**src/sv/divide_64_signed_unsigned_unit_assert.svh**
```systemverilog
// assertion macros for the divider
`ifndef DIVIDE_64_SIGNED_UNSIGNED_UNIT_ASSERT_SVH
`define DIVIDE_64_SIGNED_UNSIGNED_UNIT_ASSERT_SVH

// same-cycle implication
`define D64_ASSERT_NOW(lbl, ante, cons, msg) \
	lbl: assert property (@(posedge clk) disable iff (!arst_n) (ante) |-> (cons)) \
		else $error(msg);

// next-cycle implication
`define D64_ASSERT_NEXT(lbl, ante, cons, msg) \
	lbl: assert property (@(posedge clk) disable iff (!arst_n) (ante) |=> (cons)) \
		else $error(msg);

`endif

```
**src/sv/div64_pkg.sv**
```systemverilog
package div64_pkg;

	localparam int DATA_W = 64;
	localparam int STEPS  = DATA_W;

	typedef logic [DATA_W-1:0] word_t;

	typedef struct packed {
		logic  op;
		word_t dividend;
		word_t divisor;
	} in_item_t;

	typedef struct packed {
		word_t quotient;
		word_t remainder;
	} out_item_t;

	typedef struct packed {
		logic a_neg;
		logic q_neg;
		logic dz;
	} sign_t;

	// rem: partial remainder, num: dividend bits left in the high end, quotient bits in the low end
	typedef struct packed {
		word_t rem;
		word_t num;
		word_t den;
		sign_t sgn;
	} work_t;

endpackage

```
**src/sv/div64_fix.sv**
```systemverilog
module div64_fix (
	input  logic                 clk,
	input  logic                 arst_n,
	input  logic                 en,
	input  logic                 in_valid,
	input  div64_pkg::work_t     in_work,
	output logic                 out_valid,
	output div64_pkg::out_item_t out_item
);

	div64_pkg::out_item_t nxt;
	logic                 fix_v_s1;
	div64_pkg::out_item_t fix_s1;

	always_comb begin
		if (in_work.sgn.dz) begin
			nxt.quotient  = '0;
			nxt.remainder = '0;
		end else begin
			nxt.quotient  = in_work.sgn.q_neg ?
				(~in_work.num) + div64_pkg::word_t'(1) : in_work.num;
			nxt.remainder = in_work.sgn.a_neg ?
				(~in_work.rem) + div64_pkg::word_t'(1) : in_work.rem;
		end
	end

	always_ff @(posedge clk or negedge arst_n) begin
		if (!arst_n) begin
			fix_v_s1 <= 1'b0;
		end else if (en) begin
			fix_v_s1 <= in_valid;
		end
	end

	always_ff @(posedge clk) begin
		if (en) begin
			fix_s1 <= nxt;
		end
	end

	assign out_valid = fix_v_s1;
	assign out_item  = fix_s1;

endmodule

```
**config.mk**
```make
export PLATFORM = sky130hd
export DESIGN_NAME = div64_fix
export DESIGN_NICKNAME = d
export VERILOG_FILES = /design/src/sv/divide_64_signed_unsigned_unit_assert.svh /design/src/sv/div64_pkg.sv /design/src/sv/div64_fix.sv
export SDC_FILE = /design/constraint.sdc
export NUM_CORES = 1
export LEC_CHECK = 0
export BUFFER_PORTS_ARGS = -buffer_cell sky130_fd_sc_hd__buf_2
export CORE_MARGIN = 2
export CORE_UTILIZATION = 50
export DETAILED_ROUTE_END_ITERATION = 8
export HOLD_SLACK_MARGIN = 0.05
export PLACE_DENSITY = 0.8
export SYNTH_ARGS = -nofsm -noshare
export SYNTH_HDL_FRONTEND = slang
export SYNTH_SLANG_ARGS = --single-unit
```
**constraint.sdc**
```tcl
create_clock -name clk -period 1 [get_ports clk]
set_clock_uncertainty 0.15 [all_clocks]
set_input_delay 0.2 -clock clk [delete_from_list [all_inputs] [get_ports clk]]
set_output_delay 0.2 -clock clk [all_outputs]
set_load 0.03 [all_outputs]
```
==> results of run 1 <==
-- Yosys cell counts (4+ instances only) --
library cell	number
nor2_1	137
edfxtp_1	128
xor2_1	56
nor3_1	47
clkbuf_1	43
nand2_1	40
a21oi_1	34
mux2_2	30
nor2b_1	30
o21ai_0	27
o31ai_1	25
nand3_1	23
nor4_1	23
o41ai_1	21
or4_1	19
nand4_1	17
or3_1	16
and3_1	15
inv_1	14
mux2i_1	12
a31oi_1	11
xnor2_1	8
nand3b_1	7
or2_2	7
buf_1	6
nand2b_1	6
o311ai_0	6
buf_2	5
nor4b_1	5
o311ai_1	5
o31a_1	5
a41oi_1	4
nor3b_1	4
nor4_2	4
nor4_4	4
-- per-stage QoR --
stage	cell area (um2)	instances	util (%)	TNS [ps]	hold WS (ps)
2_1_floorplan	9577	880	-	-103010	-245.6
3_3_place_gp	12770	1579	76.48	-144580	-174.9
3_5_place_dp	12770	1579	76.48	-150980	-175.0
4_1_cts	16210	1673	97.06	-118620	-35.13
-- cell families after synthesis --
group	after synthesis	synth area share, %
AO/OA/AOI/OAI	146	11.80
XOR/XNOR	64	6.533
adder cells (fa/ha/maj)	2	0.2916
buffers and inverters	70	3.135
flip-flops	129	45.09
multiplexers	43	5.513
AND/OR/NAND/NOR	426	27.64
-- timing repair --
action	in CTS
endpoints found under the setup margin	252
gates resized for setup	538
hold buffers	3
hold endpoints to repair	11
pin swaps	153
setup buffers	59
gates cloned	3
==> impl_metrics.csv, run 1 <==
group,metric,value,unit
logic_synthesis,synth_top_area_share,44.80,%
placed_design,detailedPlacementHpwl,22180,um
floorplan,num_rows,47,
global_routing,grt_start_max_net_pins,48,
run_status,failed_stage,"global routing (5_1_grt)",
logic_synthesis,synth.lib_cells_used.distinct,58,
logic_synthesis,netlist_top_cells_area,"edfxtp_1 45%, nor2_1 6.0%, xor2_1 5.7%, mux2_2 3.9%, nor3_1 2.7%",
clocking,cts-htree-levels,4,
logic_synthesis,ys_dominant_reg_cell,"edfxtp_1",
logic_synthesis,number_of_nets_in_the_synthesized_netlist,1081,
floorplan,die_w,135.0,um
logic_synthesis,async_set_reset_flop_share_out_of_synthesis,0.7752,%
logic_synthesis,postSynthAreaPerCell,9.749,um2
logic_synthesis,synthesis.area,0.008579,mm2
logic_synthesis,synth.yosys.warnings,0,
clocking,cts_sinks,129,
run_status,stop_error,"[ERROR DPL-0038] Utilization greater than 100%, impossible to legalize",
clocking,cts_made_buffers,17,
logic_synthesis,synth_enable_flop_cells,128,
logic_synthesis,synth.ff_latch_count,129,
clocking,ctsRootBufferMaster,"clkbuf_16",
placed_design,place_congestion,0.9425,
logic_synthesis,ys_seq_area_share,45.09,%
floorplan,starting_density_of_the_core,51.37,%
floorplan,floorplan.die.height,135.0,um
sta,kind_of_endpoint_with_the_least_setup_slack,"register input",
floorplan,num_io_pins,328,
sta,postGrtWorstEndpoint,"out_item[61]$_SDFFCE_PP0P_/D",
placed_design,dpl_worst_slack,-1479,ps
logic_synthesis,postSynthCellCount,880,
run_status,run_status,"did not finish",
placed_design,placement.io_buffers,263,
logic_synthesis,yosys.area.top_type,"edfxtp_1",
clocking,cts_max_path_buffers,2,
==> inputs of run 2 (changes only) <==
--- a/config.mk
+++ b/config.mk
@@ -7,10 +7,9 @@
 export LEC_CHECK = 0
 export BUFFER_PORTS_ARGS = -buffer_cell sky130_fd_sc_hd__buf_2
 export CORE_MARGIN = 2
-export CORE_UTILIZATION = 50
+export CORE_UTILIZATION = 40
 export DETAILED_ROUTE_END_ITERATION = 8
-export HOLD_SLACK_MARGIN = 0.05
-export PLACE_DENSITY = 0.8
+export PLACE_DENSITY_LB_ADDON = 0.15
 export SYNTH_ARGS = -nofsm -noshare
 export SYNTH_HDL_FRONTEND = slang
 export SYNTH_SLANG_ARGS = --single-unit
==> run 2 against run 1 <==
Against the previous run: the flow now finishes, with violations (setup timing); synthesized area did not move; synthesized cell count is the same.
==> impl_metrics.csv, run 2 <==
group,metric,value,unit
drt,route.detailed.vias_per_inst,5.715,
logic_synthesis,ys_dominant_reg_cell,"edfxtp_1",
logic_synthesis,synth_enable_flop_cells,128,
setup_path,worst_ep_required_time,1020,ps
sta,setup_violations,250,
run_status,violations,"setup timing",
final_layout,commonest_non_fill_non_tap_cells_in_the_layout,"262 x buf_4, 237 x buf_6, 128 x edfxtp_1",
placed_design,dpl_worst_slack,-1430,ps
floorplan,starting_density_of_the_core,40.81,%
setup_path,critical-path-max-stage-delay,550,ps
sta,worst_slack,-998.0,ps
logic_synthesis,synth_common_cells,"137 x nor2_1, 128 x edfxtp_1, 56 x xor2_1",
clocking,cts_tree,"done",
job,max_cap_viol_count,0,
drt,drt_first_iter_violations,637,
setup_path,cp_cell_sequence,"buf_6, or4_4, nand3b_1, buf_4, nor4_4, buf_6, buf_12, mux2i_1, nand2_1",
final_layout,leading_cell_type_in_the_layout_fill_and_taps_excluded,"buf_4",
sta,period_share,199.8,%
sta,remaining_max_slew_budget_at_the_tightest_pin,67.65,%
final_layout,flow.area_growth_from_synthesis,100.3,%
drt,vias,10161,
power_and_ir_drop,power_leakage,7.346,nW
clocking,cts_max_path_buffers,2,
setup_path,critPathKind,"primary input to register",
logic_synthesis,async_set_reset_flop_share_out_of_synthesis,0.7752,%
global_routing,first_global_vias,9981,
clocking,cts-htree-levels,4,
setup_path,cp-end-kind,"register",
sta,maxClockFrequency,500.5,MHz
setup_path,critical_path.slowest_cell,"or4_4",
logic_synthesis,ys_seq_area_share,45.09,%
sta,grt_setup_unrepaired,"true",
floorplan,floorplan.die.height,150.5,um
sta,final.setup.tns,-129450,ps
floorplan,floorplan.core_area,0.02102,mm2
power_and_ir_drop,power_per_cell_area,1119,mW/mm2
placed_design,place_congestion,0.8739,
drt,detailedRoute.firstPassIterationCount,5,
logic_synthesis,number_of_nets_in_the_synthesized_netlist,1081,
setup_path,worstSetupStartpointType,"primary input",
sta,fin_hold_ws,15.38,ps
drt,number_of_nets_with_antenna_violations_after_detailed_routing,0,
global_routing,antenna_found_initial,0,
logic_synthesis,synth.lib_cells_used.distinct,58,
logic_synthesis,synthesis.area,0.008579,mm2
global_routing,grt_start_max_net_pins,56,
final_layout,largest_reg_flops,128,
global_routing,grt_overflow_total,0,
logic_synthesis,synth_top_area_share,44.80,%
logic_synthesis,postSynthCellCount,880,
logic_synthesis,netlist_top_cells_area,"edfxtp_1 45%, nor2_1 6.0%, xor2_1 5.7%, mux2_2 3.9%, nor3_1 2.7%",
global_routing,all_layer_gr_usage,29.96,%
setup_path,cp_data_arrival_time,2020,ps
drt,drcViolationCount,0,
hold_path,timing.hold.worst.class,"primary input to register",
clocking,cts_sinks,129,
floorplan,num_rows,53,
logic_synthesis,synth.ff_latch_count,129,
clocking,ctsRootBufferMaster,"clkbuf_16",
clocking,cts_made_buffers,17,
logic_synthesis,synth.yosys.warnings,0,
logic_synthesis,synth_most_common_cell,"nor2_1",
logic_synthesis,yosys.area.top_type,"edfxtp_1",
final_layout,finish.net_count,1690,
setup_path,worst-path-max-fanout,6,
floorplan,die_w,150.5,um
sta,hold_violations,0,
clocking,worstSkewPairLatency,420,ps
floorplan,num_io_pins,328,
placed_design,placement.io_buffers,263,
sta,timing.final.crit_period,1998,ps
power_and_ir_drop,ir_worst_vdd,1.210,mV
placed_design,detailedPlacementHpwl,21790,um
clocking,clkSlewWorstSetupHoldPaths,60,ps
run_status,run_status,"finished with violations",
logic_synthesis,postSynthAreaPerCell,9.749,um2
global_routing,grt_first_pass_wirelength,52960,um
drt,finalWirelength,37100,um
setup_path,crit_top_cell,"buf_6",
floorplan,design.die.area,0.02264,mm2
sta,max_slew.worst_pin.slew,481.3,ps
final_layout,layout-drive-gt1-share,61.65,%
sta,final_max_slew_viol_count,0,
drt,detail_route.wl_per_cell,20.87,um
## run 2: cell counts after synthesis
Identical to the previous run, type by type.
## run 2: worst max-delay path: cells and delay by family
family        cells  cell delay [ps]
simple gates      4             1070
buf+inv           4              560
mux               1              170
## run 2: final cells by class
cell class / count / area, um2
multi-input cells: 681 / 6272
repair buffers: 643 / 5997
flip-flops and latches: 129 / 3870
fillers: 1152 / 3834
clock buffers: 20 / 446.7
well taps: 275 / 344.1
clock inverters: 12 / 158.9
inverters: 16 / 87.58
repair inverters: 1 / 8.758
diodes: 1 / 2.502
## run 2: worst paths after layout
kind	from	end	slack, ps	cells after the start
max in group asynchronous	arst_n	out_valid	100	3
hold / removal	in_work[185]	out_item[54]	20	3
hold reg to reg	out_valid	out_valid	390	1
setup / recovery	in_work[164]	out_item[43]	-1000	9
min in group asynchronous	arst_n	out_valid	480	3
setup reg to reg	out_valid	out_valid	60	1
## run 2: cell families after synthesis
logic type	Yosys count	share of synthesized area (%)
AND/OR/NAND/NOR	426	27.64
AO/OA/AOI/OAI	146	11.80
flip-flops	129	45.09
buffers and inverters	70	3.135
XOR/XNOR	64	6.533
multiplexers	43	5.513
adder cells (fa/ha/maj)	2	0.2916
## run 2: report_power, final
group / switching (mW) / internal (mW)
combinational: 3.07 / 2.70
clock: 2.62 / 4.01
sequential: 0.271 / 6.55
## run 2: repair_timing
item | CTS | global route
endpoints found under the hold margin | 4 | 0
hold buffers | 4 | 0
setup buffers | 54 | 49
gates resized for setup | 530 | 115
cloned | 4 | 2
pin swaps | 144 | 106
setup endpoints to repair | 257 | 255
## run 2: per-layer routing
layer	share of wire (%)	vias up	global-route usage (%)
met3	7.1	85	4.879
met1	40	4994	39.80
met4	3.0	0	9.858
met5	0	-	0
met2	50	486	49.84
li1	-	4596	-
## run 2: through the flow
step / instances / power (mW) / cell area [um2] / util [%]
detailed placement: 1649 / 11.14 / 13010 / 61.87
global route: 1777 / 19.83 / 17190 / 81.75
finish: 1778 / 19.23 / 17190 / 81.76
floorplan: 880 / 9.121 / 9577 / -
CTS: 1741 / 18.77 / 16390 / 77.98
global placement: 1649 / 11.09 / 13010 / 61.87
(Power assumes the default switching activity.)
