[src/sv/divide_64_signed_unsigned_unit_assert.svh]
// assertion macros for the divider
`ifndef DIVIDE_64_SIGNED_UNSIGNED_UNIT_ASSERT_SVH
`define DIVIDE_64_SIGNED_UNSIGNED_UNIT_ASSERT_SVH

// same-cycle implication
`define D64_ASSERT_NOW(lbl, ante, cons, msg) \
	lbl: assert property (@(posedge clk) disable iff (!arst_n) (ante) |-> (cons)) \
		else $error(msg);

// next-cycle implication
`define D64_ASSERT_NEXT(lbl, ante, cons, msg) \
	lbl: assert property (@(posedge clk) disable iff (!arst_n) (ante) |=> (cons)) \
		else $error(msg);

`endif

[src/sv/div64_pkg.sv]
package div64_pkg;

	localparam int DATA_W = 64;
	localparam int STEPS  = DATA_W;

	typedef logic [DATA_W-1:0] word_t;

	typedef struct packed {
		logic  op;
		word_t dividend;
		word_t divisor;
	} in_item_t;

	typedef struct packed {
		word_t quotient;
		word_t remainder;
	} out_item_t;

	typedef struct packed {
		logic a_neg;
		logic q_neg;
		logic dz;
	} sign_t;

	// rem: partial remainder, num: dividend bits left in the high end, quotient bits in the low end
	typedef struct packed {
		word_t rem;
		word_t num;
		word_t den;
		sign_t sgn;
	} work_t;

endpackage

[src/sv/div64_obuf.sv]
`include "divide_64_signed_unsigned_unit_assert.svh"

module div64_obuf (
	input  logic                 clk,
	input  logic                 arst_n,
	input  logic                 in_valid,
	input  div64_pkg::out_item_t in_item,
	output logic                 en,
	output logic                 valid,
	input  logic                 stall,
	output div64_pkg::out_item_t item
);

	logic                 out_v_q;
	logic                 skid_v_q;
	div64_pkg::out_item_t out_d_q;
	div64_pkg::out_item_t skid_d_q;

	// pipeline moves whenever the skid slot is free
	assign en = !skid_v_q;

	always_ff @(posedge clk or negedge arst_n) begin
		if (!arst_n) begin
			out_v_q  <= 1'b0;
			skid_v_q <= 1'b0;
		end else if (!skid_v_q) begin
			if (out_v_q && stall) begin
				skid_v_q <= in_valid;
			end else begin
				out_v_q <= in_valid;
			end
		end else if (!stall) begin
			out_v_q  <= 1'b1;
			skid_v_q <= 1'b0;
		end
	end

	always_ff @(posedge clk) begin
		if (!skid_v_q) begin
			if (out_v_q && stall) begin
				skid_d_q <= in_item;
			end else begin
				out_d_q <= in_item;
			end
		end else if (!stall) begin
			out_d_q <= skid_d_q;
		end
	end

	assign valid = out_v_q;
	assign item  = out_d_q;

	`D64_ASSERT_NOW(a_skid_needs_out, skid_v_q, out_v_q, "skid holds an item but output is empty")
	`D64_ASSERT_NEXT(a_skid_drains, skid_v_q && !stall, !skid_v_q && out_v_q, "skid not drained")
	`D64_ASSERT_NEXT(a_skid_fills, !skid_v_q && out_v_q && stall && in_valid, skid_v_q, "item lost")

endmodule
[config.mk]
export PLATFORM = sky130hd
export DESIGN_NAME = div64_obuf
export DESIGN_NICKNAME = d
export VERILOG_FILES = /design/src/sv/div64_pkg.sv /design/src/sv/div64_obuf.sv
export VERILOG_INCLUDE_DIRS = /design/src /design/src/sv
export SDC_FILE = /design/constraint.sdc
export NUM_CORES = 1
export LEC_CHECK = 0
export ABC_CLOCK_PERIOD_IN_PS = 12700
export BUFFER_PORTS_ARGS = -buffer_cell sky130_fd_sc_hd__clkbuf_2
export CAP_MARGIN = 20
export CORE_MARGIN = 10
export CORE_UTILIZATION = 52
export DETAILED_ROUTE_END_ITERATION = 16
export PLACE_DENSITY = 0.77
export SYNTH_ARGS = -nofsm -noshare
export SYNTH_HDL_FRONTEND = slang
export SYNTH_SLANG_ARGS = --single-unit
[constraint.sdc]
create_clock -name clk -period 12.7 [get_ports clk]
set_clock_uncertainty 0.1 [all_clocks]
set_input_delay 1.27 -clock clk [delete_from_list [all_inputs] [get_ports clk]]
set_output_delay 1.27 -clock clk [all_outputs]
set_load 0.01 [all_outputs]
==> impl_summary.md, run 1 <==
Run status
The run finished with clean final reports.

Timing
Timing would allow up to 318 MHz. Setup repair after global routing left no endpoint under its margin. For the pin with the worst max-slew slack, the measured transition is 914 ps. The final max-slew violation count is 0. The minimum clock period after layout is 3140 ps.

The final critical-path share of the clock period is 24.7%. In the post-route analysis, the smallest setup slack over all paths is 9560 ps. In this run the tightest slew margin relative to its limit is 39.1%. The hold violation count in the final report is 0.

The sum of negative setup slack is 0 ps. The final setup violation count is 0.

GRT
After global routing, the most crowded layer is met2. The global-route track usage on met3 is 5.05%. The number of antenna violations at the first check in global routing came to 1. In the global route stage, met2 resource usage came out at 25.6%. The remaining global-route overflow is 0. The met1 routing resource usage after global routing is 19.6%.

The first global-routing pass estimated 29900 um of wire. Entering global routing, the biggest net connects 68 pins. The number of global-route vias before repair is 5273. In the global route stage, overall resource usage came out at 15.6%.

Floorplanning
The floorplan has 49 rows. The number of top-level pins is 262. The die width is 156 um. The die outline area is 24300 um2. The total area inside the core boundary comes to 18100 um2. For this configuration, the core starts out at a cell density of 53.1%.

The vertical die dimension is 156 um.

Pwr
The fraction of power spent switching nets is 22.3%. The largest voltage drop on the vdd net is 0.000150 V. After layout, the design draws a total of 1.99 mW. The static leakage is 4.75 nW. The relative contribution of sequential cells to total power is 53.7%. The net switching power is 444 uW.

Of the total power, combinational logic draws 11.1%. The internal portion of the total power is 1.55 mW. The share of total power dissipated in the clock network is 35.2%. In this run the power density over the cells is 167 nW/um2.

Worst setup path
The critical path capture point type is a register. The worst setup path is of the register to register kind. The worst setup path is launched from a register. The worst register-to-register path has a setup slack of 9560 ps. The arrival time of the worst setup path is 3300 ps. STA puts the critical path data required time at 12860 ps. Of all nets on the critical path, the largest fanout is 61.

Clocking
The clock sink count is 258. The library cell used as clock root buffer is sky130_fd_sc_hd__clkbuf_16. The longest clock path from root to sink contains 3 buffers.

The post-CTS setup-driven buffer insertion count is 0. Buffers inserted to repair hold after CTS numbered 0. CTS built an H-tree with a depth of 1. At the later pin of the worst-skew pair, clock insertion delay measures 500 ps.

TritonCTS created 27 clock buffers. TritonCTS built the clock tree. The number of instances resized during post-cts repair is 0. The clock transition at the register clock pins on the worst setup and hold paths after CTS is 60 ps.

Synthesis
By count the netlist is led by 256 x sky130_fd_sc_hd__edfxtp_1, 66 x sky130_fd_sc_hd__mux2_4, 62 x sky130_fd_sc_hd__mux2_2. The most common cell in the synthesized netlist is sky130_fd_sc_hd__edfxtp_1. The number of standard cells after synthesis is 409. The number of enable flip-flop cells after synthesis is 256.

Summing the sequential cell areas from Yosys gives 80.6% of the chip area. The main flop type after synthesis is sky130_fd_sc_hd__edfxtp_1. The biggest area contributor in the post-synthesis netlist is sky130_fd_sc_hd__edfxtp_1. The top cell type by area accounts for 80.1% of the synthesized area. In this run, distinct cell masters in the synthesized netlist total 14. A synthesized cell averages 23.5 um2. The synthesis warning total is 0. Sorting the synthesized cells by area gives the leading types as sky130_fd_sc_hd__edfxtp_1 80%, sky130_fd_sc_hd__mux2_4 10%, sky130_fd_sc_hd__mux2_2 7.3%. The cell area that synthesis handed to floorplanning was 9600 um2. After synthesis the netlist holds a flip-flop and latch count of 258. The fraction of synthesis flops using an asynchronous set or reset pin is 0.775%. The synthesized netlist net count is 541.

Place
Summed over all nets, the half-perimeter wirelength after detailed placement is 14000 um. The port buffer count is 261. Routability-driven placement finished with a final weighted congestion of 0.752.

The setup slack after placement is 9580 ps.

Drt
The remaining routing DRC violations is 0. The first routing iteration left 275 violations. The per-cell via count in the routed design is 5.17. The routed via count is 4849. Wires add up to 19900 um. The first TritonRoute pass finished after 4 iterations. The average wire per standard cell is 21.2 um. The number of antenna-violating nets in the routed design is 0.

Finish
The net total in the final layout is 822. The share of post-route cells with drive strength above 1 is 61.0%. Compared with the post-synthesis result, the final layout area differs by 24.1%.

Hold path
The path type of the worst min-delay path is register to register.

Job
Max-cap violations in this run came to 0.
## placed cells by master, fill, tap and decap left out
| cell | count |
|---|---|
| sky130_fd_sc_hd__nand2b_1 | 1 |
| sky130_fd_sc_hd__nor2b_1 | 1 |
| sky130_fd_sc_hd__clkbuf_2 | 261 |
| sky130_fd_sc_hd__o21ai_4 | 1 |
| sky130_fd_sc_hd__diode_2 | 1 |
| sky130_fd_sc_hd__inv_1 | 1 |
| sky130_fd_sc_hd__nand2_1 | 1 |
| sky130_fd_sc_hd__clkbuf_16 | 27 |
| sky130_fd_sc_hd__bufinv_16 | 1 |
| sky130_fd_sc_hd__o211ai_1 | 1 |
| sky130_fd_sc_hd__clkbuf_1 | 6 |
| sky130_fd_sc_hd__mux2_2 | 62 |
| sky130_fd_sc_hd__mux2_4 | 66 |
| sky130_fd_sc_hd__a21oi_1 | 1 |
| sky130_fd_sc_hd__dfrtp_4 | 1 |
| sky130_fd_sc_hd__edfxtp_1 | 256 |
| sky130_fd_sc_hd__buf_4 | 6 |
| sky130_fd_sc_hd__clkinv_1 | 7 |
| sky130_fd_sc_hd__nor2_4 | 1 |
| sky130_fd_sc_hd__dfrtp_1 | 1 |
| sky130_fd_sc_hd__clkinv_2 | 6 |
## through the flow
step	hold slack [ps]	std cells	area [um2]	utilization [%]
6_report	443	938	11900	65.9
5_1_grt	441	938	11900	65.9
4_1_cts	427	937	11900	65.9
3_5_place_dp	432	890	11100	61.5
3_3_place_gp	428	890	11100	61.5
2_1_floorplan	423	409	9600	-
## metal layers
metal  vias to the layer above  part of all wire, %
li1                       2204                    -
met1                      2412                   41
met2                       208                   49
met3                        25                  8.4
met4                         0                  1.8
met5                         -                    0
## final cells by class
type	count	area (um2)
Clock inverter	14	86.3
Tap cell	229	287
Clock buffer	33	698
Inverter	1	3.75
Fill cell	1198	6170
Antenna cell	1	2.50
Sequential cell	258	7740
Multi-Input combinational cell	135	1750
Timing Repair Buffer	267	1350
## flip-flops by register name (all words and copies together) (netlist names)
name / count
valid: 1
item: 128
skid_d_q: 128
skid_v_q: 1
## worst paths after layout
check	startpoint	end	cells after the start
worst max register to register	skid_v_q	item[22]	3
worst min-delay path	skid_d_q[69]	item[69]	1
worst min register to register	skid_d_q[69]	item[69]	1
min in group asynchronous	arst_n	skid_v_q	1
worst max-delay path	skid_v_q	item[22]	3
max in group asynchronous	arst_n	skid_v_q	1
## power groups by stage
stage,sequential [mW],combinational (mW),clock [mW]
2_1_floorplan,1.12,0.103,0
3_3_place_gp,1.09,0.217,0
3_5_place_dp,1.09,0.225,0
4_1_cts,1.07,0.225,0.723
5_1_grt,1.08,0.238,0.751
6_report,1.07,0.220,0.703
## cell families after synthesis
kind of cell,share of synthesized area (%)
DFF,80.6
muxes,17.6
buffers and inverters,1.41
and+or+nand+nor,0.209
AOI/OAI and AO/OA,0.182
## worst max-delay path, stage by stage (launching register included)
cell and delay [ps]:
sky130_fd_sc_hd__dfrtp_4 680, sky130_fd_sc_hd__buf_4 760, sky130_fd_sc_hd__buf_4 810, sky130_fd_sc_hd__mux2_2 420
Note: power is estimated with default switching activity, not from simulation.
==> run 2: changes to the inputs <==
--- a/config.mk
+++ b/config.mk
@@ -6,13 +6,14 @@
 export SDC_FILE = /design/constraint.sdc
 export NUM_CORES = 1
 export LEC_CHECK = 0
-export ABC_CLOCK_PERIOD_IN_PS = 12700
+export ABC_AREA = 1
+export ABC_CLOCK_PERIOD_IN_PS = 2600
 export BUFFER_PORTS_ARGS = -buffer_cell sky130_fd_sc_hd__clkbuf_2
 export CAP_MARGIN = 20
 export CORE_MARGIN = 10
-export CORE_UTILIZATION = 52
+export CORE_UTILIZATION = 47
 export DETAILED_ROUTE_END_ITERATION = 16
-export PLACE_DENSITY = 0.77
+export PLACE_DENSITY = 0.74
 export SYNTH_ARGS = -nofsm -noshare
 export SYNTH_HDL_FRONTEND = slang
 export SYNTH_SLANG_ARGS = --single-unit
==> constraint.sdc (replaced) <==
create_clock -name clk -period 2.6 [get_ports clk]
set_clock_uncertainty 0.1 [all_clocks]
set_input_delay 0.26 -clock clk [delete_from_list [all_inputs] [get_ports clk]]
set_output_delay 0.26 -clock clk [all_outputs]
set_load 0.01 [all_outputs]
==> run 2 against run 1 <==
Clock-buffer cell count down 1; register-to-register slack worse by 9100 ps; final area increased by 10%; critical path type unchanged; critical endpoint is now valid; largest power group unchanged.
==> impl_summary.md, run 2 <==
Clocking
The number of buffers on the longest clock path is 3 (unchanged). The source-to-sink clock delay at the later pin of the worst-skew pair was 520 ps (+20 ps). The number of instances resized during post-cts repair was 0 (unchanged). The H-tree depth is 1 (unchanged).

The tree is rooted in a sky130_fd_sc_hd__clkbuf_16. The number of buffers created by CTS is 27 (unchanged). The clock sink count came to 258 (unchanged). The clock transition at the register clock pins on the worst setup and hold paths after CTS is 60 ps (about the same). The CTS tree is done.

Synthesis
The synthesized netlist net count is 812 (+50%). Among all cell types in the netlist, the one instantiated most often is sky130_fd_sc_hd__nand2_1. The number of enable flip-flop cells after synthesis is 256 (unchanged). The synthesis warning total is 0 (unchanged). The fraction of synthesis flops using an asynchronous set or reset pin is 0.775% (unchanged). The synthesized flop and latch total is 258 (unchanged). The top cell type by total area after synthesis is sky130_fd_sc_hd__edfxtp_1.

The number of distinct library cells after synthesis is 11 (-3). Sorting the synthesized cells by how often they occur yields 388 x sky130_fd_sc_hd__nand2_1, 256 x sky130_fd_sc_hd__edfxtp_1, 13 x sky130_fd_sc_hd__buf_6. The main flop type after synthesis is sky130_fd_sc_hd__edfxtp_1. The share of synthesized area occupied by flip-flops and latches is 81.9% (+1.3 points). The number of standard cells after synthesis is 680 (+66%).

The proportion of netlist area held by the largest area contributor is 81.4% (+1.3 points). The mapped cell area was 9450 um2 (-1.6%). In the post-synthesis netlist, the biggest area contributors are sky130_fd_sc_hd__edfxtp_1 81%, sky130_fd_sc_hd__nand2_1 15%, sky130_fd_sc_hd__buf_6 1.5%. The average instance area after synthesis came to 13.9 um2 (-41%).

Drt
The iteration count of the initial detailed-routing pass is 4 (unchanged). The final wirelength is 23900 um (+20%). The remaining routing DRC violations is 0 (unchanged). The average wire per standard cell is 17.5 um (-18%).

The number of design-rule violations left by the first detailed-router iteration is 424 (+54%). The routed via count is 6504 (+34%). The per-cell via count in the routed design is 4.75 (-8.2%). The number of antenna-violating nets in the routed design is 0 (unchanged).

Floorplanning
The die width was 162 um (+3.8%). The number of top-level pins is 262 (unchanged). The area of the core region is 19600 um2 (+8.3%). The vertical die dimension is 162 um (+3.8%). The effective utilization at floorplan is 48.2% (-4.9 points). The die outline area is 26200 um2 (+7.7%). The floorplan row count was 51 (+4.1%).

Finish
In the layout the commonest cells are 388 x sky130_fd_sc_hd__nand2_1, 261 x sky130_fd_sc_hd__clkbuf_2, 256 x sky130_fd_sc_hd__edfxtp_1. The number of inserted filler cells in the final layout was 1322 (+10%). The most common cell after layout, fill and taps aside is sky130_fd_sc_hd__nand2_1. The signed area change from the synthesized netlist to the final layout is 39.3%. The share of post-route cells with drive strength above 1 came to 28.1% (-33 points). The post-layout instance area is 13200 um2 (+10%). The net total in the final layout was 1214 (+48%).

GRT
The combined global-route utilization of all metal layers came to 18.0% (+2.5 points). The global-route wire length before repair came to 38000 um (+27%). The global routing stage identified its most utilized layer as met2. The number of antenna violations at the first check in global routing came to 3 (+2). The global-route track usage on met3 is 4.85% (-0.19 points).

The met2 layer usage reported by global route came to 32.6% (+7.0 points). The number of global-route vias before repair is 7011 (+33%). The met1 routing resource usage after global routing is 20.1% (+0.45 points).

The pin count of the biggest net entering global routing is 109 (+60%). The remaining global-route overflow is 0 (unchanged).

Worst setup path
The maximum fanout along the worst path came to 72 (+18%). The startpoint identified for the worst register-to-register timing path is skid_v_q. The cell occurring most often along the worst timing path is sky130_fd_sc_hd__nand2_1.

The critical-path cell with the highest stage delay is sky130_fd_sc_hd__buf_4. The arrival time of the worst setup path came to 2480 ps (-820 ps). The startpoint class of the critical path is a register. The maximum cell stage delay along the critical path is 610 ps (-200 ps). The critical path starts at skid_v_q.

The critical path is of the register to register type. The critical path capture point type is a register. Walking the worst path, the cells encountered are buf_4 > nand2_1 > o21ai_0 > nand2_1 > dlygate4sd3_1. The required time at the endpoint of the critical path came to 2900 ps (-9960 ps).

Pwr
The clock share of power is 34.9% (-0.3 points). The static leakage is 5.76 nW (+21%). The total power density per cell area is 780 nW/um2 (+370%). The net switching power is 2.48 mW (+460%).

The fraction of power spent switching nets is 24.2% (+1.9 points). The design internal power is 7.78 mW (+400%). The total power of the final layout is 10.3 mW (+410%). The largest voltage drop on the vdd net is 0.000767 V (+410%).

The relative contribution of sequential cells to total power is 51.7% (-2.0 points). The logic gate share of total power is 13.5% (+2.4 points).

Place
The setup slack after placement was 939 ps (-8640 ps). The cell area reported after detailed placement came to 11000 um2 (-1.2%). The port buffer count is 261 (unchanged).

The final weighted congestion in routability-driven placement is 0.780 (+3.7%). The half-perimeter wire length of the detailed placement result is 14700 um (+4.4%).

Timing
Setup repair after global routing left no endpoint under its margin. The final setup violation count is 0 (unchanged). The final worst setup slack was 417 ps (-9140 ps). The transition time at the pin with the least slew margin came to 748 ps (-167 ps). The final critical-path share of the clock period came to 84.0% (+59 points). The hold violation count in the final report is 0 (unchanged). The maximum achievable frequency is 458 MHz (+44%). The minimum clock period after layout is 2180 ps (-960 ps). The final max-slew violation count is 0 (unchanged). The final hold slack is 375 ps (-68.4 ps).

The tightest slew margin relative to the limit is 50.2% (+11 points).

Job
The number of max-cap violations was 0 (unchanged).

Hold path
The min-delay analysis places its worst path in the category input pin to register. The start point of the worst hold path is in_item[38].

Run status
The run finished with clean final reports.
## run 2: changes by cell type after synthesis, moves of 2 or more
cell                       delta
sky130_fd_sc_hd__buf_4        +2
sky130_fd_sc_hd__nand2_1    +387
sky130_fd_sc_hd__buf_6        +4
sky130_fd_sc_hd__mux2_2      -62
sky130_fd_sc_hd__buf_2        +6
sky130_fd_sc_hd__mux2_4      -66
sky130_fd_sc_hd__clkbuf_1     +2
## run 2: critical path: cells and delay by family (launching register included)
family	cells	cell delay [ps]
flops	1	480
buf+inv	2	1160
compound gates	1	110
simple gates	2	200
## run 2: kinds of logic after synthesis
logic type	Yosys count	synth area share, %
compound gates	2	0.106
buf+inv	30	2.46
flops	258	81.9
simple gates	390	15.5
## run 2: worst paths after layout
path,endpoint,slack [ps],cells past startpoint
worst max-delay path,valid,420,5
worst min-delay path,skid_d_q[38],370,2
worst max register to register,valid,420,5
worst min register to register,item[22],410,2
max in group asynchronous,skid_v_q,1730,3
min in group asynchronous,valid,520,3
## run 2: power by group through the flow
stage                     registers [mW]  clock network (mW)  logic [mW]
after global placement              5.36                   0        1.18
after floorplan                     5.52                   0       0.511
after global routing                5.33                3.83        1.53
final                               5.30                3.58        1.38
after CTS                           5.29                3.64        1.39
after detailed placement            5.37                   0        1.22
## run 2: stage by stage
step / instances / TNS [ps] / utilization (%)
detailed placement: 1185 / 0 / 56.1
floorplan: 680 / -138440 / -
finish: 1370 / 0 / 67.1
global placement: 1185 / 0 / 56.1
global route: 1370 / 0 / 67.1
CTS: 1366 / 0 / 67.1
## run 2: layer usage
layer | share of wire [%] | vias to the layer above | wire length, um
li1 | - | 3125 | -
met5 | 0 | - | 0
met3 | 7.3 | 49 | 1740
met1 | 37 | 3038 | 8770
met2 | 53 | 292 | 12600
met4 | 3.4 | 0 | 808
## run 2: layout make-up
| type | instances | area (um2) | share of cell area (%) |
|---|---|---|---|
| Inverter | 1 | 6.26 | 0.0476 |
| Clock inverter | 16 | 129 | 0.980 |
| Multi-Input combinational cell | 392 | 1490 | 11.4 |
| Antenna cell | 4 | 10.0 | 0.0761 |
| Timing Repair Buffer | 402 | 2750 | 20.9 |
| Clock buffer | 32 | 694 | 5.28 |
| Tap cell | 265 | 332 | 2.52 |
| Sequential cell | 258 | 7740 | 58.9 |
## run 2: repair_timing
action / 4_1_cts / 5_1_grt
endpoints found under the setup margin: 0 / 0
endpoints found under the hold margin: 260 / 0
hold buffers: 133 / 0
setup buffers: 0 / 0
