==> src/sv/divide_64_signed_unsigned_unit_assert.svh <==
// assertion macros for the divider
`ifndef DIVIDE_64_SIGNED_UNSIGNED_UNIT_ASSERT_SVH
`define DIVIDE_64_SIGNED_UNSIGNED_UNIT_ASSERT_SVH

// same-cycle implication
`define D64_ASSERT_NOW(lbl, ante, cons, msg) \
	lbl: assert property (@(posedge clk) disable iff (!arst_n) (ante) |-> (cons)) \
		else $error(msg);

// next-cycle implication
`define D64_ASSERT_NEXT(lbl, ante, cons, msg) \
	lbl: assert property (@(posedge clk) disable iff (!arst_n) (ante) |=> (cons)) \
		else $error(msg);

`endif

==> src/sv/div64_pkg.sv <==
package div64_pkg;

	localparam int DATA_W = 64;
	localparam int STEPS  = DATA_W;

	typedef logic [DATA_W-1:0] word_t;

	typedef struct packed {
		logic  op;
		word_t dividend;
		word_t divisor;
	} in_item_t;

	typedef struct packed {
		word_t quotient;
		word_t remainder;
	} out_item_t;

	typedef struct packed {
		logic a_neg;
		logic q_neg;
		logic dz;
	} sign_t;

	// rem: partial remainder, num: dividend bits left in the high end, quotient bits in the low end
	typedef struct packed {
		word_t rem;
		word_t num;
		word_t den;
		sign_t sgn;
	} work_t;

endpackage

==> src/sv/div64_prep.sv <==
module div64_prep (
	input  logic                 clk,
	input  logic                 arst_n,
	input  logic                 en,
	input  logic                 in_valid,
	input  div64_pkg::in_item_t  in_item,
	output logic                 out_valid,
	output div64_pkg::work_t     out_work
);

	logic             a_neg;
	logic             b_neg;
	div64_pkg::work_t nxt;
	logic             prep_v_s1;
	div64_pkg::work_t prep_s1;

	always_comb begin
		a_neg         = in_item.op & in_item.dividend[div64_pkg::DATA_W-1];
		b_neg         = in_item.op & in_item.divisor[div64_pkg::DATA_W-1];
		nxt.rem       = '0;
		nxt.num       = a_neg ? (~in_item.dividend) + div64_pkg::word_t'(1) : in_item.dividend;
		nxt.den       = b_neg ? (~in_item.divisor) + div64_pkg::word_t'(1) : in_item.divisor;
		nxt.sgn.a_neg = a_neg;
		nxt.sgn.q_neg = a_neg ^ b_neg;
		nxt.sgn.dz    = (in_item.divisor == '0);
	end

	always_ff @(posedge clk or negedge arst_n) begin
		if (!arst_n) begin
			prep_v_s1 <= 1'b0;
		end else if (en) begin
			prep_v_s1 <= in_valid;
		end
	end

	always_ff @(posedge clk) begin
		if (en) begin
			prep_s1 <= nxt;
		end
	end

	assign out_valid = prep_v_s1;
	assign out_work  = prep_s1;

endmodule

==> config.mk <==
export PLATFORM = sky130hd
export DESIGN_NAME = div64_prep
export DESIGN_NICKNAME = d
export VERILOG_FILES = /design/src/sv/divide_64_signed_unsigned_unit_assert.svh /design/src/sv/div64_pkg.sv /design/src/sv/div64_prep.sv
export SDC_FILE = /design/constraint.sdc
export NUM_CORES = 1
export LEC_CHECK = 0
export BUFFER_PORTS_ARGS = -buffer_cell sky130_fd_sc_hd__buf_2
export CAP_MARGIN = 20
export CORE_MARGIN = 5
export CORE_UTILIZATION = 44
export DETAILED_ROUTE_END_ITERATION = 6
export PLACE_DENSITY = 0.86
export SLEW_MARGIN = 20
export SYNTH_ARGS = -nofsm -noshare
export SYNTH_HDL_FRONTEND = slang
export SYNTH_SLANG_ARGS = --single-unit
==> constraint.sdc <==
create_clock -name clk -period 0.8 [get_ports clk]
set_input_delay 0.08 -clock clk [delete_from_list [all_inputs] [get_ports clk]]
set_output_delay 0.08 -clock clk [all_outputs]
set_load 0.05 [all_outputs]
==> results of run 1 <==
[power by group through the flow]
stage	Clock, mW	Sequential, mW	Combinational, mW
floorplan	0	11.3	1.94
global placement	0	8.82	6.54
detailed placement	0	8.85	6.68
CTS	7.48	8.90	7.79
global route	7.96	9.01	8.61
finish	7.62	8.97	8.45
[per-stage QoR]
step / total power [mW] / instances / setup TNS (ns)
2_1_floorplan: 13.3 / 719 / -109.99
3_3_place_gp: 15.4 / 1351 / -150.44
3_5_place_dp: 15.5 / 1351 / -154.15
4_1_cts: 24.2 / 1411 / -121.85
5_1_grt: 25.6 / 1444 / -142.95
6_report: 25.0 / 1445 / -137.44
[path summary, 6_finish.rpt]
path / startpoint / end / slack [ns]
worst max-delay path: in_item[65] / out_work[104] / -1.14
worst min-delay path: in_item[25] / out_work[28] / 0.05
worst max register to register: out_valid / out_valid / 0.02
worst min register to register: out_valid / out_valid / 0.54
max in group asynchronous: arst_n / out_valid / 0.19
min in group asynchronous: arst_n / out_valid / 0.50
[final cells by class]
| cell class | instances | area share, % |
|---|---|---|
| Clock inverter | 14 | 0.921 |
| Tap cell | 220 | 1.93 |
| Clock buffer | 17 | 2.98 |
| Antenna cell | 5 | 0.0877 |
| Inverter | 14 | 0.596 |
| Timing Repair Buffer | 553 | 34.0 |
| Multi-Input combinational cell | 490 | 31.7 |
| Sequential cell | 132 | 27.8 |
[routing by layer]
metal	track usage, %	vias to the layer above	share of wire, %	wire [um]
met4	18.7	0	8.6	3330
met2	61.2	841	51	19700
met1	34.2	4091	30	11600
met3	7.09	270	11	4060
met5	0	-	0	0
li1	-	3407	-	-
[placed cells by master, fill, tap and decap left out, types with 10 or more instances in the layout]
master / instances
buf_12: 14
o31ai_4: 12
xor2_1: 76
nor3_4: 10
nor4_4: 11
a21oi_2: 27
nor2_1: 39
nor2_4: 10
a21oi_4: 13
xnor2_1: 34
xnor2_2: 10
nor4_1: 11
buf_4: 212
buf_2: 116
a31oi_4: 10
conb_1: 64
clkbuf_16: 18
nor3_1: 19
buf_6: 198
edfxtp_1: 131
[state kept, by name (all words and copies together) (netlist names)]
signal and cells:
out_valid 1, out_work 131
[cells by family after synthesis]
group	Yosys count	synth area share [%]
and+or+nand+nor	192	14.4
DFF	132	52.9
xor gates and xnor gates	123	14.4
AOI/OAI and AO/OA	108	9.30
buffers and inverters	97	8.38
adders and majority gates	2	0.335
other	1	0.0502
muxes	1	0.151
[timing repair]
item                                    CTS  global route
gates cloned                              1             1
pin swaps                                53            70
setup buffers                            24            39
hold buffers                              6             1
resized for setup                       406           102
endpoints found under the setup margin  253           254
hold endpoints to repair                  5             1
==> flow_metrics.py, run 1 <==
metrics = {
    "timing": {
        "fmax_mhz": 517,
        "setup_viol": 253,
        "fin_hold_ws_ns": 0.0541,
        "worst_pin_slew_ns": 0.669,
        "relSlewSlack_pct": 55.0,
        "finalWorstSetupSlack_ns": -1.14,
        "finalCritPeriodShare_pct": 242,
        "hold_viol": 0,
        "final_max_slew_viol_count": 0,
        "fin_skew_ns": 0,
        "rsz0062_at_grt": "true",
        "fin_crit_ns": 1.94,
    },
    "job": {
        "cap_violations": 0,
    },
    "critical_path": {
        "slowest_delay_ns": 0.55,
        "required_ns": 0.96,
        "crit_path_max_fanout": 6,
        "critPathBufInv": 3,
        "crit_chain": "buf_8, or4_4, or3_4, nor4_4, buf_6, buf_4, a21oi_2, xor2_1",
        "startpoint_type": "input port",
        "criticalPathCategory": "in -> reg",
        "cp_num_cells": 8,
        "crit_family": "simple AND/OR/NAND/NOR gates",
        "ff2ff_path_depth": 1,
        "critPathSlowestCell": "or4_4",
        "critPathArrivalTime_ns": 2.10,
        "cp-end-kind": "flop",
    },
    "routing": {
        "drt_iter0_markers": 840,
        "drt.antenna.violating_nets": 0,
        "wl_per_cell_um": 26.7,
        "vias_per_cell": 5.96,
        "routed_wl_mm": 38.6,
        "vias": 8609,
        "drt_first_pass_iters": 5,
        "drc": 0,
    },
    "placed_design": {
        "portBuffers": 264,
        "place_area_um2": 11200,
        "dpl_worst_slack_ns": -1.57,
        "finalWeightedCongestion": 0.886,
        "dpl.hpwl_mm": 20.4,
    },
    "power_and_ir_drop": {
        "p_sw_share_pct": 37.0,
        "p_comb_share_pct": 33.7,
        "clockPowerShare_pct": 30.4,
        "netSwitchingPower_mw": 9.26,
        "p_int_mw": 15.8,
        "ir_worst_vdd_mv": 1.61,
        "seqPwrFrac_pct": 35.8,
        "powerDensity_nw_per_um2": 1750,
        "p_leak_nw": 6.12,
    },
    "floorplanning": {
        "dieArea_um2": 19700,
        "core-area_um2": 16600,
        "die_w_um": 140,
        "rows": 47,
        "initial_core_util_pct": 44.9,
        "io-pin-count": 329,
        "die_y_um": 140,
    },
    "cells_and_area": {
        "postLayoutCoreUtil_pct": 85.7,
        "multi_input_area_um2": 4530,
        "fillers": 681,
        "area_delta_synth_final_pct": 90.8,
        "design_area_um2": 14300,
        "num-nets-final": 1343,
        "drive_gt1_share_pct": 63.3,
        "regArea_um2": 3960,
    },
    "yosys": {
        "ys.flop_type": "edfxtp_1",
        "synth-edff-count": 131,
        "synthesis.instances": 656,
        "synth_seq_cells": 132,
        "synth_most_common_cell": "edfxtp_1",
        "synth_area_um2": 7480,
        "ys_top_cells_by_count": "edfxtp_1 (131), xor2_1 (79), buf_4 (65)",
        "synth-async-reset-ratio_pct": 0.758,
        "yosys-top-cells-area": "edfxtp_1 (53%), xor2_1 (9.3%), buf_4 (6.5%)",
        "yosysTopAreaCellShare_pct": 52.6,
        "synthDistinctLibCells": 49,
        "synth_area_per_cell_um2": 11.4,
        "synth_top_area_cell": "edfxtp_1",
        "ys_seq_area_share_pct": 52.9,
        "ys_warn_count": 0,
    },
    "clocking": {
        "clkLatencyLatePin_ns": 0.42,
        "cts_sinks": 132,
        "root_buffer": "clkbuf_16",
        "clk_pin_slew_ns": 0.07,
        "cts_buffers": 17,
        "cts_max_level": 4,
        "cts_tree": "built",
        "clockBufferDepth": 2,
    },
    "grt": {
        "grt_pass1_vias": 8598,
        "grt_max_degree": 43,
        "antenna_found_initial": 5,
        "grt_pass1_wl_mm": 50.0,
        "grt.total_usage_pct": 33.0,
        "overflow": 0,
    },
    "outcome": {
        "status": "complete, but fails checks",
        "violations": "negative setup slack",
    },
    "worst_hold_path": {
        "hold_class": "in -> reg",
        "hold_path_depth": 2,
    },
}
Power figures use the tool's default switching activity.
==> run 2, diff against run 1 <==
CORE_MARGIN = unset   (was 5)
==> flow_metrics.py, run 2 (synthesized netlist as in run 1, its figures left out) <==
metrics = {
    "outcome": {
        "status": "complete, but fails checks",
        "violations": "design-rule violations, negative setup slack",
    },
    "grt": {
        "grt.total_usage_pct": 39.7,
        "grt_max_degree": 38,
        "top_usage_layer": "met2",
        "overflow": 0,
        "grt_pass1_vias": 8647,
        "grt_use_met2_pct": 69.8,
        "gr-usage-met3_pct": 10.8,
        "antenna_found_initial": 14,
        "grt_pass1_wl_mm": 51.3,
        "met1_usage_pct": 38.2,
    },
    "timing": {
        "worst_pin_slew_ns": 0.718,
        "finalCritPeriodShare_pct": 252,
        "fin_skew_ns": 0,
        "fmax_mhz": 497,
        "relSlewSlack_pct": 51.7,
        "rsz0062_at_grt": "true",
        "finalWorstSetupSlack_ns": -1.21,
        "final_max_slew_viol_count": 0,
        "setup_viol": 256,
        "hold_viol": 0,
        "fin_crit_ns": 2.01,
    },
    "critical_path": {
        "critPathArrivalTime_ns": 2.18,
        "cp-end-kind": "flop",
        "slowest_delay_ns": 0.47,
        "crit_path_frequent_cell": "buf_6",
        "critPathSlowestCell": "or4b_4",
        "required_ns": 0.97,
        "critPathBufInv": 4,
        "crit_path_max_fanout": 6,
        "criticalPathCategory": "in -> reg",
        "crit_family": "simple AND/OR/NAND/NOR gates",
        "startpoint_type": "input port",
        "crit_chain": "buf_6, inv_6, ha_4, or4b_4, or3_4, buf_4, buf_6, o41ai_4, xnor2_1",
    },
    "clocking": {
        "cts_max_level": 4,
        "cts_buffers": 17,
        "clk_pin_slew_ns": 0.07,
        "root_buffer": "clkbuf_16",
        "cts_tree": "built",
        "clkLatencyLatePin_ns": 0.43,
        "clockBufferDepth": 2,
        "cts_sinks": 132,
    },
    "power_and_ir_drop": {
        "ir_worst_vdd_mv": 1.70,
        "powerDensity_nw_per_um2": 1810,
        "p_leak_nw": 6.13,
        "p_total_mw": 26.1,
    },
    "floorplanning": {
        "core-area_um2": 16600,
        "initial_core_util_pct": 45.1,
        "dieArea_um2": 17500,
        "io-pin-count": 329,
        "die_w_um": 132,
        "die_y_um": 132,
        "rows": 47,
    },
    "cells_and_area": {
        "regArea_um2": 3960,
        "largest_reg_flops": 131,
        "final_cell_count_no_fill": 1439,
        "fillers": 666,
        "area_delta_synth_final_pct": 92.2,
        "drive_gt1_share_pct": 63.7,
        "final_common_cell": "buf_4",
        "final_cell_mix": "buf_4 (202), buf_6 (194), edfxtp_1 (131)",
        "multi_input_area_um2": 4720,
        "num-nets-final": 1328,
    },
    "routing": {
        "drt_iter0_markers": 839,
        "vias_per_cell": 6.15,
        "drc": 1,
        "wl_per_cell_um": 29.2,
        "drt_first_pass_iters": 7,
        "drt.antenna.violating_nets": 0,
        "vias": 8854,
        "routed_wl_mm": 42.1,
    },
    "placed_design": {
        "portBuffers": 264,
        "dpl.hpwl_mm": 18.8,
        "place_inst": 1344,
        "finalWeightedCongestion": 0.890,
    },
    "worst_hold_path": {
        "hold_class": "in -> reg",
    },
    "job": {
        "cap_violations": 0,
    },
}
-- run 2: power by group --
| group | switching, mW | internal [mW] | total, mW |
|---|---|---|---|
| Clock | 3.52 | 4.93 | 8.44 |
| Sequential | 0.491 | 8.52 | 9.01 |
| Combinational | 5.63 | 2.97 | 8.60 |
| Total | 9.64 | 16.4 | 26.1 |
-- run 2: final cells by class --
class,instances,share of cell area (%)
Inverter,14,0.592
Multi-Input combinational cell,490,32.8
Clock inverter,15,1.24
Sequential cell,132,27.6
Timing Repair Buffer,538,32.7
Tap cell,220,1.92
Clock buffer,17,2.96
Antenna cell,13,0.226
-- run 2: path summary, 6_finish.rpt --
| check | cells past startpoint | endpoint | slack, ns | from |
|---|---|---|---|---|
| worst max-delay path | 9 | out_work[17] | -1.21 | in_item[1] |
| worst min-delay path | 2 | out_work[24] | 0.008 | in_item[21] |
| worst max register to register | 1 | out_valid | 0.02 | out_valid |
| worst min register to register | 1 | out_valid | 0.54 | out_valid |
| max in group asynchronous | 3 | out_valid | 0.21 | arst_n |
| min in group asynchronous | 3 | out_valid | 0.48 | arst_n |
-- run 2: repair_timing --
action | 4_1_cts | 5_1_grt
setup endpoints to repair | 252 | 253
pin swaps | 45 | 70
buffers inserted | 28 | 28
hold buffers | 6 | 0
gates resized for setup | 418 | 113
endpoints found under the hold margin | 5 | 0
gates cloned | 3 | 0
-- run 2: layer usage --
metal,wire (um),up-vias
li1,-,3385
met1,12100,4060
met2,20000,999
met3,5000,408
met4,4980,2
met5,16,-
-- run 2: stage by stage --
stage	hold WS (ns)	utilization, %	area, um2	TNS [ns]	setup WS (ns)
finish	0.00823	86.6	14400	-143.03	-1.21
detailed placement	-0.145	67.0	11100	-157.24	-1.60
global placement	-0.145	67.0	11100	-151.77	-1.53
floorplan	-0.216	-	8320	-109.99	-1.34
CTS	0.00827	82.5	13700	-124.70	-1.10
global route	0.0101	86.6	14400	-147.12	-1.36
==> run 3, diff against run 2 <==
RECOVER_POWER = 50   (was unset)
==> flow_metrics.py, run 3 (synthesized netlist as in run 1, its figures left out) <==
metrics = {
    "outcome": {
        "status": "complete, but fails checks",
        "violations": "negative setup slack",
    },
    "power_and_ir_drop": {
        "p_total_mw": 25.9,
        "seqPwrFrac_pct": 34.7,
        "p_sw_share_pct": 36.7,
        "p_leak_nw": 6.10,
        "clockPowerShare_pct": 32.3,
        "p_comb_share_pct": 33.0,
        "netSwitchingPower_mw": 9.51,
        "p_int_mw": 16.4,
        "powerDensity_nw_per_um2": 1810,
        "ir_worst_vdd_mv": 1.71,
    },
    "floorplanning": {
        "die_w_um": 132,
        "rows": 47,
        "io-pin-count": 329,
        "dieArea_um2": 17500,
        "initial_core_util_pct": 45.1,
        "die_y_um": 132,
        "core-area_um2": 16600,
    },
    "clocking": {
        "clockBufferDepth": 2,
        "cts_max_level": 4,
        "cts_sinks": 132,
        "clk_pin_slew_ns": 0.06,
        "cts_buffers": 17,
        "clkLatencyLatePin_ns": 0.43,
        "root_buffer": "clkbuf_16",
        "cts_tree": "built",
    },
    "cells_and_area": {
        "postLayoutCoreUtil_pct": 86.4,
        "area_delta_synth_final_pct": 91.6,
        "largest_reg_flops": 131,
        "fillers": 666,
        "regArea_um2": 3960,
        "drive_gt1_share_pct": 63.3,
        "final_common_cell": "buf_4",
        "final_cell_count_no_fill": 1439,
        "num-nets-final": 1328,
        "multi_input_area_um2": 4720,
        "final_cell_mix": "buf_4 (197), buf_6 (195), edfxtp_1 (131)",
    },
    "critical_path": {
        "required_ns": 1.03,
        "startpoint_type": "input port",
        "crit_path_max_fanout": 8,
        "crit_start": "in_item[1]",
        "cp-end-kind": "flop",
        "criticalPathCategory": "in -> reg",
        "worstReg2RegStart": "out_valid",
        "critPathArrivalTime_ns": 2.23,
        "regToRegSetupSlack_ns": 0.02,
    },
    "grt": {
        "grt.total_usage_pct": 39.7,
        "antenna_found_initial": 14,
        "grt_max_degree": 38,
        "overflow": 0,
        "grt_pass1_wl_mm": 51.3,
        "grt_pass1_vias": 8647,
    },
    "worst_hold_path": {
        "min_from": "in_item[21]",
        "hold_class": "in -> reg",
    },
    "placed_design": {
        "finalWeightedCongestion": 0.890,
        "portBuffers": 264,
        "dpl.hpwl_mm": 18.8,
        "place_inst": 1344,
    },
    "timing": {
        "hold_viol": 0,
        "fin_crit_ns": 2.00,
        "rsz0062_at_grt": "true",
        "fin_skew_ns": 0,
        "finalWorstSetupSlack_ns": -1.20,
        "setup_viol": 255,
        "final_max_slew_viol_count": 0,
        "fmax_mhz": 500,
        "relSlewSlack_pct": 51.6,
        "finalCritPeriodShare_pct": 250,
        "worst_pin_slew_ns": 0.721,
    },
    "routing": {
        "vias_per_cell": 6.08,
        "drc": 0,
        "drt_iter0_markers": 813,
        "drt_first_pass_iters": 5,
        "wl_per_cell_um": 28.4,
        "routed_wl_mm": 40.9,
        "vias": 8742,
        "drt.antenna.violating_nets": 0,
    },
    "job": {
        "cap_violations": 0,
    },
}
run 3: cell types whose count changed in the layout (fill, tap and decap cells not counted), sizes merged:
cell    before  now
buf        531  525
clkbuf      18   24
run 3: stage by stage:
stage | worst slack [ns] | TNS (ns) | hold WS [ns] | area [um2]
after floorplan | -1.34 | -109.99 | -0.216 | 8320
after global placement | -1.53 | -151.77 | -0.145 | 11100
after detailed placement | -1.60 | -157.24 | -0.145 | 11100
after CTS | -1.10 | -124.70 | 0.00827 | 13700
after global routing | -1.37 | -145.29 | 0.0134 | 14300
final | -1.20 | -140.96 | 0.00346 | 14300
run 3: area by class of cell:
cell class / instances / share of cell area [%]
antenna: 13 / 0.227
tap: 220 / 1.92
clock buffer: 17 / 2.97
clock inverter: 15 / 1.24
inverter: 14 / 0.594
multi-input combinational: 490 / 32.9
sequential: 132 / 27.6
timing repair buffer: 538 / 32.5
run 3: worst max-delay path, cell delays in order:
cell and delay, ns:
buf_6 0.11, inv_6 0.05, ha_4 0.11, or4b_4 0.47, or3_4 0.38, nor4b_4 0.30, buf_4 0.19, clkbuf_16 0.18
a21oi_4 0.08, xor2_1 0.27
run 3: final timing paths:
check,to,cells after the start
hold reg to reg,out_valid,1
min in group asynchronous,out_valid,3
hold / removal,out_work[24],2
max in group asynchronous,out_valid,3
setup / recovery,out_work[47],10
setup reg to reg,out_valid,1
run 3: power by group through the flow:
stage | Clock, mW | Sequential (mW) | Combinational (mW)
2_1_floorplan | 0 | 11.3 | 1.94
3_3_place_gp | 0 | 8.82 | 6.49
3_5_place_dp | 0 | 8.84 | 6.61
4_1_cts | 8.18 | 8.90 | 7.79
5_1_grt | 8.59 | 9.03 | 8.66
6_report | 8.36 | 9.00 | 8.53
run 3: per-layer routing:
metal | up-vias | share of wire (%) | routed length, um | GRT usage [%]
met2 | 915 | 48 | 19800 | 69.8
met3 | 371 | 11 | 4450 | 10.8
met4 | 2 | 12 | 4720 | 34.4
met5 | - | 0.022 | 9 | 0
met1 | 4063 | 29 | 11900 | 38.2
li1 | 3391 | - | - | -
run 3: what timing repair did:
item | CTS | global route
endpoints found under the hold margin | 5 | 0
hold buffers | 6 | 0
buffers inserted | 28 | 28
cloned | 3 | 0
resized for setup | 418 | 113
pin swaps | 45 | 70
setup endpoints to repair | 252 | 253
